**src/sv/lskm_pkg.sv**
```systemverilog
package lskm_pkg;

  // Default length limit of one line, in bytes (matching stops at LINE_LIMIT-1)
  localparam int unsigned LINE_LIMIT_DEF = 1024;

  // Severity codes
  localparam logic [2:0] LVL_CRIT  = 3'd0;
  localparam logic [2:0] LVL_ERR   = 3'd1;
  localparam logic [2:0] LVL_WARN  = 3'd2;
  localparam logic [2:0] LVL_INFO  = 3'd3;
  localparam logic [2:0] LVL_DEBUG = 3'd4;
  localparam logic [2:0] LVL_NONE  = 3'd5;

  // Keyword patterns, oldest byte in the high byte
  localparam logic [31:0] KW_CRIT  = "CRIT";
  localparam logic [23:0] KW_ERR   = "ERR";
  localparam logic [31:0] KW_WARN  = "WARN";
  localparam logic [31:0] KW_INFO  = "INFO";
  localparam logic [39:0] KW_DEBUG = "DEBUG";
  localparam logic [23:0] KW_DBG   = "DBG";

  // Hit flag positions
  localparam int unsigned FLAG_CRIT  = 0;
  localparam int unsigned FLAG_ERR   = 1;
  localparam int unsigned FLAG_WARN  = 2;
  localparam int unsigned FLAG_INFO  = 3;
  localparam int unsigned FLAG_DEBUG = 4;
  localparam int unsigned FLAG_DBG   = 5;
  localparam int unsigned NUM_FLAGS  = 6;

  // One input beat
  typedef struct packed {
    logic [7:0] char_byte;
    logic       byte_present;
    logic       line_end;
  } lskm_beat_t;

  // Beat handed from the input register to the matcher
  typedef struct packed {
    logic       advance;
    lskm_beat_t beat;
  } lskm_step_t;

  // Fold a..z to upper case, leave every other byte alone
  function automatic logic [7:0] fold_upper(input logic [7:0] c);
    if (c >= 8'h61 && c <= 8'h7A) begin
      return c - 8'h20;
    end
    return c;
  endfunction

  // First class in priority order that was hit
  function automatic logic [2:0] pick_severity(input logic [NUM_FLAGS-1:0] flags);
    if (flags[FLAG_CRIT]) begin
      return LVL_CRIT;
    end
    if (flags[FLAG_ERR]) begin
      return LVL_ERR;
    end
    if (flags[FLAG_WARN]) begin
      return LVL_WARN;
    end
    if (flags[FLAG_INFO]) begin
      return LVL_INFO;
    end
    if (flags[FLAG_DEBUG] || flags[FLAG_DBG]) begin
      return LVL_DEBUG;
    end
    return LVL_NONE;
  endfunction

endpackage

```
**src/sv/lskm_match.sv**
```systemverilog
module lskm_match #(
  parameter int unsigned LineLimit = lskm_pkg::LINE_LIMIT_DEF
) (
  input  logic               clk_i,
  input  logic               rst_ni,
  input  lskm_pkg::lskm_step_t step_i,
  output logic [2:0]         severity_o
);
  import lskm_pkg::*;

  localparam int unsigned CntW = $clog2(LineLimit);
  localparam logic [CntW-1:0] CntMax = CntW'(LineLimit - 1);

  logic [31:0]          recent_q, recent_d;
  logic [NUM_FLAGS-1:0] found_q, found_d;
  logic [CntW-1:0]      taken_q, taken_d;
  logic                 halted_q, halted_d;

  logic [7:0]           c;
  logic                 take;
  logic                 is_zero;
  logic [NUM_FLAGS-1:0] hits;

  // Fold the byte and compare the window against every keyword
  always_comb begin
    c       = fold_upper(step_i.beat.char_byte);
    take    = step_i.advance && step_i.beat.byte_present && !halted_q && (taken_q != CntMax);
    is_zero = (step_i.beat.char_byte == 8'h00);
    hits    = '0;
    hits[FLAG_CRIT]  = ({recent_q[23:0], c} == KW_CRIT);
    hits[FLAG_ERR]   = ({recent_q[15:0], c} == KW_ERR);
    hits[FLAG_WARN]  = ({recent_q[23:0], c} == KW_WARN);
    hits[FLAG_INFO]  = ({recent_q[23:0], c} == KW_INFO);
    hits[FLAG_DEBUG] = ({recent_q, c} == KW_DEBUG);
    hits[FLAG_DBG]   = ({recent_q[15:0], c} == KW_DBG);
  end

  // Advance the line state; clear it once the line ends
  always_comb begin
    recent_d = recent_q;
    found_d  = found_q;
    taken_d  = taken_q;
    halted_d = halted_q;
    if (take) begin
      taken_d = taken_q + 1'b1;
      if (is_zero) begin
        halted_d = 1'b1;
      end else begin
        recent_d = {recent_q[23:0], c};
        found_d  = found_q | hits;
      end
    end
    severity_o = pick_severity(found_d);
    if (step_i.advance && step_i.beat.line_end) begin
      recent_d = '0;
      found_d  = '0;
      taken_d  = '0;
      halted_d = 1'b0;
    end
  end

  always_ff @(posedge clk_i or negedge rst_ni) begin
    if (!rst_ni) begin
      recent_q <= '0;
      found_q  <= '0;
      taken_q  <= '0;
      halted_q <= 1'b0;
    end else begin
      recent_q <= recent_d;
      found_q  <= found_d;
      taken_q  <= taken_d;
      halted_q <= halted_d;
    end
  end

  // Line end returns every piece of state to its reset value
  assert property (@(posedge clk_i) disable iff (!rst_ni)
    step_i.advance && step_i.beat.line_end |=>
      found_q == '0 && taken_q == '0 && !halted_q && recent_q == '0)
    else $error("line state not cleared after line end");

  // A halted line takes no further bytes
  assert property (@(posedge clk_i) disable iff (!rst_ni)
    halted_q && !(step_i.advance && step_i.beat.line_end) |=>
      $stable(taken_q) && $stable(found_q))
    else $error("bytes taken after zero byte");

  // Flags are sticky within a line
  assert property (@(posedge clk_i) disable iff (!rst_ni)
    !(step_i.advance && step_i.beat.line_end) |=> (found_q & $past(found_q)) == $past(found_q))
    else $error("hit flag dropped within a line");

endmodule

```
**src/sv/log_severity_keyword_matcher_top.sv**
```systemverilog
// Path: an accepted beat lands in the input register; its result, if the beat ends a line,
// is loaded into the result register that drives severity_o as the beat leaves the input register.
// Throughput: one beat per cycle; the input register and the result register stall only
// while a finished result waits on out_stall_i and a further line end is queued behind it.
// Reset: rst_ni clears both valid flags and all line state asynchronously.
module log_severity_keyword_matcher_top #(
  parameter int unsigned LINE_LIMIT = lskm_pkg::LINE_LIMIT_DEF
) (
  input  logic       clk_i,
  input  logic       rst_ni,
  input  logic       in_valid_i,
  output logic       in_stall_o,
  input  logic [7:0] char_byte_i,
  input  logic       byte_present_i,
  input  logic       line_end_i,
  output logic       out_valid_o,
  input  logic       out_stall_i,
  output logic [2:0] severity_o
);
  import lskm_pkg::*;

  logic       s1_valid_q, s1_valid_d;
  lskm_beat_t s1_q;
  logic       s1_adv;
  logic       in_take;
  logic       out_valid_q, out_valid_d;
  logic [2:0] sev_q;
  logic [2:0] sev_next;
  lskm_step_t step;

  // Move the held beat on unless it would overwrite a result still waiting
  always_comb begin
    s1_adv     = s1_valid_q && (!s1_q.line_end || !out_valid_q || !out_stall_i);
    in_stall_o = s1_valid_q && !s1_adv;
    in_take    = in_valid_i && !in_stall_o;
    s1_valid_d = in_take ? 1'b1 : (s1_adv ? 1'b0 : s1_valid_q);
    step.advance = s1_adv;
    step.beat    = s1_q;
  end

  // Input register
  always_ff @(posedge clk_i or negedge rst_ni) begin
    if (!rst_ni) begin
      s1_valid_q <= 1'b0;
    end else begin
      s1_valid_q <= s1_valid_d;
    end
  end

  always_ff @(posedge clk_i) begin
    if (in_take) begin
      s1_q.char_byte    <= char_byte_i;
      s1_q.byte_present <= byte_present_i;
      s1_q.line_end     <= line_end_i;
    end
  end

  lskm_match #(
    .LineLimit (LINE_LIMIT)
  ) u_match (
    .clk_i      (clk_i),
    .rst_ni     (rst_ni),
    .step_i     (step),
    .severity_o (sev_next)
  );

  // Result register: load on line end, drop once taken
  always_comb begin
    out_valid_d = out_valid_q;
    if (s1_adv && s1_q.line_end) begin
      out_valid_d = 1'b1;
    end else if (out_valid_q && !out_stall_i) begin
      out_valid_d = 1'b0;
    end
  end

  always_ff @(posedge clk_i or negedge rst_ni) begin
    if (!rst_ni) begin
      out_valid_q <= 1'b0;
    end else begin
      out_valid_q <= out_valid_d;
    end
  end

  always_ff @(posedge clk_i) begin
    if (s1_adv && s1_q.line_end) begin
      sev_q <= sev_next;
    end
  end

  assign out_valid_o = out_valid_q;
  assign severity_o  = sev_q;

  // A new result appears only after a line end leaves the input register
  assert property (@(posedge clk_i) disable iff (!rst_ni)
    $rose(out_valid_q) |-> $past(s1_adv && s1_q.line_end))
    else $error("result without line end");

  // Severity codes stay within the defined set
  assert property (@(posedge clk_i) disable iff (!rst_ni)
    out_valid_q |-> sev_q <= LVL_NONE)
    else $error("severity code out of range");

  // An accepted beat is held in the input register next cycle
  assert property (@(posedge clk_i) disable iff (!rst_ni)
    in_take |=> s1_valid_q)
    else $error("accepted beat lost");

  // A waiting result is never overwritten
  assert property (@(posedge clk_i) disable iff (!rst_ni)
    out_valid_q && out_stall_i |-> !(s1_adv && s1_q.line_end))
    else $error("waiting result overwritten");

endmodule
```
**config.mk**
```make
export PLATFORM = sky130hd
export DESIGN_NAME = log_severity_keyword_matcher_top
export DESIGN_NICKNAME = d
export VERILOG_FILES = /design/src/sv/lskm_pkg.sv /design/src/sv/lskm_match.sv /design/src/sv/log_severity_keyword_matcher_top.sv
export SDC_FILE = /design/constraint.sdc
export NUM_CORES = 1
export LEC_CHECK = 0
export ABC_CLOCK_PERIOD_IN_PS = 2800
export BUFFER_PORTS_ARGS = -buffer_cell sky130_fd_sc_hd__buf_2
export CORE_AREA = 2 2 73 75
export CTS_BUF_LIST = sky130_fd_sc_hd__clkbuf_4 sky130_fd_sc_hd__clkbuf_8
export CTS_CLUSTER_SIZE = 30
export DETAILED_ROUTE_END_ITERATION = 16
export DIE_AREA = 0 0 75 77
export GPL_ROUTABILITY_DRIVEN = 1
export GPL_TIMING_DRIVEN = 0
export HOLD_SLACK_MARGIN = 0.08
export MAX_ROUTING_LAYER = met4
export PLACE_DENSITY_LB_ADDON = 0.25
export SLEW_MARGIN = 20
export SYNTH_ARGS = -nofsm -noshare
export SYNTH_HDL_FRONTEND = slang
export SYNTH_SLANG_ARGS = --single-unit
```
**constraint.sdc**
```tcl
create_clock -name clk_i -period 2.8 [get_ports clk_i]
set_input_delay 0.14 -clock clk_i [delete_from_list [all_inputs] [get_ports clk_i]]
set_output_delay 0.14 -clock clk_i [all_outputs]
set_load 0.05 [all_outputs]
```
==> flow_summary.yaml, run 1 <==
power_and_ir_drop:
  power.total_mw: 2.13
  p_leak_nw: 1.49
  p_sw_uw: 554
  seqPwrFrac: 0.515
  ir_worst_vdd_mv: 0.565
  switching_share: 0.260
  power_frac_comb: 0.110
  clock_power_share: 0.375
  p_per_area_nw_per_um2: 611
  intPower_mw: 1.58
logic_synthesis:
  synth_top_flop_cell: "dfrtp_1"
  syn_inst: 304
  yosysUniqueCellTypes: 45
  ys.warnings.count: 0
  syn_area_um2: 2980
  yosysSeqAreaShare: 0.559
  synth-edff-count: 13
  postSynthAreaPerCell_um2: 9.80
  synthesis.nets: 320
  synth-seq-cells: 64
  async_reset_ff_frac: 0.797
floorplan:
  initial_utilization: 0.599
  ioPinCount: 19
  row_count: 26
  fp.dieH_um: 77
  fp.coreArea_um2: 4980
  die-area_um2: 5780
  die_x_um: 75
sta:
  finalSetupViolations: 0
  period_share: 0.836
  worst_pin_slew_ns: 0.649
  hold_viol: 0
  max-slew-margin-rel: 0.567
  slew_violations: 0
  min_period_ns: 2.34
  holdWs_ns: 0.359
  rsz0062_at_grt: "no"
  tns_ns: 0
  finalClockSkew_ns: 0.0101
  max_freq_ghz: 0.427
worst_setup_path:
  worst-setup-path-type: "register to register"
  crit_required_ns: 2.91
  ff2ff_path_depth: 8
  path_max_fanout: 5
  critPathArrivalTime_ns: 2.44
  startpoint_type: "register"
  endpoint_kind: "register"
routing:
  num_vias: 2398
  wl_mm: 6.84
  drtPass1Iterations: 4
  viasPerCell: 5.71
  routedWlPerCell_um: 16.3
  drtAntennaViolNets: 0
  drc_errors: 0
  drt_iter0_markers: 200
layout:
  diodes: 0
  area_delta_synth_final_pct: 17.2
  nNetsFinal: 362
  drive_gt1_frac: 0.140
  layout_commonest_cell: "nand2_1"
  layout_common_cells: "nand2_1 (77), dfrtp_1 (51), a21oi_1 (39)"
  fill_cells: 372
clock_network:
  cts_root_buf: "clkbuf_8"
  clock_path_buffers: 2
  insertion_delay_ns: 0.34
  cts_resized: 0
  cts_buffers: 9
  cts-htree-levels: 3
  clk_pin_slew_worst_paths_ns: 0.07
  cts_sinks: 64
  tritoncts: "built"
global_route:
  antenna_found_initial: 0
  first_global_vias: 2392
  grt.total_usage: 0.278
  grt_max_degree: 52
  grt_overflow: 0
  grt_pass1_wl_mm: 11.7
placed_design:
  place.gp.congestion: 0.927
  dp_hpwl_mm: 4.36
  port_buffers: 18
run_status:
  outcome: "complete, no violations"
flow_run:
  max_cap_violations: 0
min_path:
  min_path_type: "input pin to async pin"
-- cell usage after synthesis (2+ instances only) --
| library cell | instances | area [um2] |
|---|---|---|
| nor4b_1 | 4 | 35.0 |
| xnor2_1 | 2 | 17.5 |
| nand3_1 | 5 | 25.0 |
| a211oi_1 | 3 | 22.5 |
| nor3_1 | 8 | 40.0 |
| clkbuf_1 | 6 | 22.5 |
| nor3b_1 | 4 | 30.0 |
| a41oi_1 | 2 | 17.5 |
| inv_1 | 3 | 11.3 |
| a22oi_1 | 2 | 15.0 |
| nand2_1 | 77 | 289 |
| and3_1 | 2 | 12.5 |
| buf_4 | 4 | 30.0 |
| dfrtp_1 | 51 | 1280 |
| nand4_1 | 7 | 43.8 |
| or3_1 | 2 | 12.5 |
| nor2_1 | 28 | 105 |
| xor2_1 | 6 | 52.6 |
| o21ai_0 | 2 | 10.0 |
| edfxtp_1 | 13 | 390 |
| ha_1 | 2 | 25.0 |
| a21oi_1 | 39 | 195 |
| nand4b_1 | 3 | 26.3 |
| and4bb_1 | 2 | 25.0 |
| nand2b_1 | 5 | 31.3 |
| nor4_1 | 3 | 18.8 |
-- critical path, cell delays in order (launching register included) --
cell,delay [ns]
edfxtp_1,0.42
inv_1,0.06
ha_1,0.32
o21ai_0,0.24
nand3b_1,0.17
nor4_1,0.37
a21oi_1,0.20
nand2b_1,0.18
o211a_1,0.13
-- cells by family (layout without fill, tap and decap cells) --
group	count (synthesis)	in the layout	synth area share
simple gates	165	165	0.287
flops	64	64	0.559
compound gates	50	50	0.0949
buf+inv	15	61	0.0269
xor+xnor	8	8	0.0235
fa+ha+maj	2	2	0.00840
-- flip-flops by register name, indices dropped and copies added, names as in the netlist --
name / flops
u_match.taken_q: 10
s1_valid_q: 1
out_valid_o: 1
severity_o: 3
u_match.halted_q: 1
s1_q: 10
u_match.found_q: 6
u_match.recent_q: 32
-- path summary, 6_finish.rpt --
path	from	to	slack, ns
max in group asynchronous	rst_ni	u_match.recent_q[0]	1.99
hold reg to reg	u_match.found_q[5]	u_match.found_q[5]	0.50
hold / removal	rst_ni	u_match.recent_q[25]	0.36
setup reg to reg	s1_q[7]	severity_o[0]	0.46
setup / recovery	s1_q[7]	severity_o[0]	0.46
min in group clk_i	u_match.found_q[5]	u_match.found_q[5]	0.50
-- per-layer routing --
metal | vias to the layer above | GRT usage | share of wire
li1 | 1140 | - | -
met1 | 1163 | 0.383 | 0.43
met2 | 78 | 0.395 | 0.49
met3 | 17 | 0.0749 | 0.052
met4 | 0 | 0.104 | 0.024
met5 | - | - | 0
-- power by group through the flow --
stage / logic [mW] / registers (mW) / clock network, mW
floorplan: 0.149 / 1.10 / 0
global placement: 0.211 / 1.11 / 0
detailed placement: 0.218 / 1.11 / 0
CTS: 0.233 / 1.10 / 0.809
global route: 0.267 / 1.11 / 0.856
finish: 0.234 / 1.10 / 0.801
-- stage by stage --
stage / std cells / utilization / instance area, um2 / setup WS (ns)
detailed placement: 392 / 0.635 / 3160 / 0.459
floorplan: 304 / - / 2980 / 0.737
global route: 420 / 0.701 / 3490 / 0.242
global placement: 392 / 0.634 / 3160 / 0.498
CTS: 420 / 0.701 / 3490 / 0.437
finish: 420 / 0.701 / 3490 / 0.460
-- layout make-up --
type | count | area, um2 | area share
Clock inverter | 3 | 42.5 | 0.0122
Sequential cell | 64 | 1670 | 0.477
Buffer | 12 | 68.8 | 0.0197
Inverter | 3 | 11.3 | 0.00323
Timing Repair Buffer | 31 | 223 | 0.0638
Multi-Input combinational cell | 225 | 1230 | 0.353
Clock buffer | 12 | 159 | 0.0455
Tap cell | 70 | 87.6 | 0.0251
-- repair_timing --
item | 4_1_cts | 5_1_grt
hold buffers | 13 | 0
setup buffers | 0 | 0
endpoints found under the hold margin | 63 | 0
Note: power is estimated with default switching activity, not from simulation.
==> run 2: changes to the inputs <==
- ABC_CLOCK_PERIOD_IN_PS: 2800 -> 1970
- CORE_AREA: 2 2 73 75 -> 2 2 76 78
- DIE_AREA: 0 0 75 77 -> 0 0 78 80
- clock period: 2.8 -> 1.97 ns (I/O delays scaled with it)
==> flow_summary.yaml, run 2 (same netlist as run 1, synthesis figures left out) <==
worst_setup_path:
  crit_path_end: "severity_o[0]"
  max_stage_delay_ns: 0.42
  cp_slowest_cell: "edfxtp_1"
  critPathLaunch: "s1_q[8]"
  ff2ff_path_depth: 7
  path_max_fanout: 3
  endpoint_kind: "register"
  critPathArrivalTime_ns: 2.18
  r2r_start: "s1_q[8]"
  crit_required_ns: 2.08
  startpoint_type: "register"
  path_cells: "inv_2 -> ha_4 -> o21ai_2 -> nand3b_1 -> nor4_4 -> a211oi_2 -> o211a_1"
  r2r_setup_slack_ns: -0.1
  worst-setup-path-type: "register to register"
  rr_endpoint: "severity_o[0]"
placed_design:
  place.gp.congestion: 0.956
  port_buffers: 18
  dp_hpwl_mm: 4.40
layout:
  final_util: 0.697
  seqCellArea_um2: 1670
  fill_cells: 400
  diodes: 0
  largest_register: "u_match.recent_q"
  reg_top3: "u_match.recent_q x32, s1_q x10, u_match.taken_q x10"
  drive_gt1_frac: 0.237
  layout_commonest_cell: "nand2_1"
  layout_common_cells: "nand2_1 (77), dfrtp_1 (50), a21oi_1 (36)"
  nNetsFinal: 378
  area_delta_synth_final_pct: 26.5
  multiInputGateArea_um2: 1350
  largest_reg_flops: 32
power_and_ir_drop:
  clock_power_share: 0.386
  p_sw_uw: 871
  intPower_mw: 2.36
  p_per_area_nw_per_um2: 858
  power_frac_comb: 0.133
  seqPwrFrac: 0.481
  p_leak_nw: 1.61
  switching_share: 0.270
  ir_worst_vdd_mv: 0.587
run_status:
  outcome: "finished, violations left"
  violations: "setup timing"
sta:
  min_period_ns: 2.07
  max_freq_ghz: 0.484
  max-slew-margin-rel: 0.576
  finalClockSkew_ns: 0.00806
  hold_viol: 0
  worst_slack_ns: -0.0966
  period_share: 1.05
  rsz0062_at_grt: "yes"
  worst_pin_slew_ns: 0.635
  finalSetupViolations: 2
  tns_ns: -0.133
  slew_violations: 0
routing:
  drtPass1Iterations: 5
  drt_iter0_markers: 141
  drtAntennaViolNets: 0
  drc_errors: 0
  wl_mm: 7.22
  viasPerCell: 5.66
  num_vias: 2484
  routedWlPerCell_um: 16.4
global_route:
  grt_max_degree: 52
  grt_overflow: 0
  grt_pass1_wl_mm: 11.7
  first_global_vias: 2426
  antenna_found_initial: 0
  grt.total_usage: 0.258
clock_network:
  clock_path_buffers: 2
  cts_sinks: 64
  clk_pin_slew_worst_paths_ns: 0.08
  cts_buffers: 9
  insertion_delay_ns: 0.35
  cts-htree-levels: 3
  tritoncts: "built"
  cts_root_buf: "clkbuf_8"
floorplan:
  die-area_um2: 6240
  ioPinCount: 19
  initial_utilization: 0.551
  fp.dieH_um: 80
  row_count: 27
  fp.coreArea_um2: 5410
  die_x_um: 78
min_path:
  min_path_type: "input pin to async pin"
flow_run:
  max_cap_violations: 0
-- run 2: final cells by class --
| class | instances | share of cell area |
|---|---|---|
| sequential | 64 | 0.443 |
| multi-input combinational | 225 | 0.359 |
| timing repair buffer | 48 | 0.0930 |
| clock buffer | 9 | 0.0329 |
| clock inverter | 7 | 0.0256 |
| tap | 72 | 0.0239 |
| buffer | 11 | 0.0203 |
| inverter | 3 | 0.00299 |
-- run 2: repair_timing --
item                       in CTS  in global routing
buffers inserted                7                 10
pin swaps                       8                 10
resized for setup              16                 12
hold endpoints to repair       63                  0
hold buffers                   13                  0
setup endpoints to repair      23                 31
-- run 2: worst min-delay path by stage --
stage                                end  cells past startpoint  slack (ns)
floorplan                    out_valid_o                      0       -0.20
finish              u_match.recent_q[24]                      2        0.33
global route        u_match.recent_q[25]                      2        0.39
global placement                 s1_q[2]                      1        0.27
CTS                 u_match.recent_q[21]                      2        0.35
detailed placement  u_match.recent_q[29]                      1        0.17
-- run 2: per-stage QoR --
stage	total power, mW	cells	hold slack, ns	area, um2	setup slack [ns]
after global placement	1.88	394	0.275	3160	-0.283
after floorplan	1.77	304	-0.197	2980	0.0175
after CTS	3.20	430	0.347	3650	-0.0273
after global routing	3.35	439	0.388	3770	-0.173
after detailed placement	1.90	394	0.169	3160	-0.313
final	3.23	439	0.327	3770	-0.0966
-- run 2: power groups by stage --
stage	clock network, mW	logic (mW)	registers (mW)
2_1_floorplan	0	0.212	1.56
3_3_place_gp	0	0.302	1.58
3_5_place_dp	0	0.312	1.58
4_1_cts	1.27	0.371	1.55
5_1_grt	1.31	0.474	1.57
6_report	1.25	0.431	1.55
-- run 2: critical path: cells and delay by family (launching register included) --
| kind | cells | cell delay, ns |
|---|---|---|
| compound gates | 3 | 0.48 |
| fa+ha+maj | 1 | 0.21 |
| buf+inv | 1 | 0.10 |
| flops | 1 | 0.42 |
| simple gates | 2 | 0.61 |
-- run 2: layer usage --
layer,track usage,share of wire,vias to the layer above,wire [um]
li1,-,-,1182,-
met1,0.312,0.43,1214,3090
met2,0.429,0.50,77,3630
met5,-,0,-,0
met3,0.0419,0.049,11,356
met4,0.118,0.021,0,148
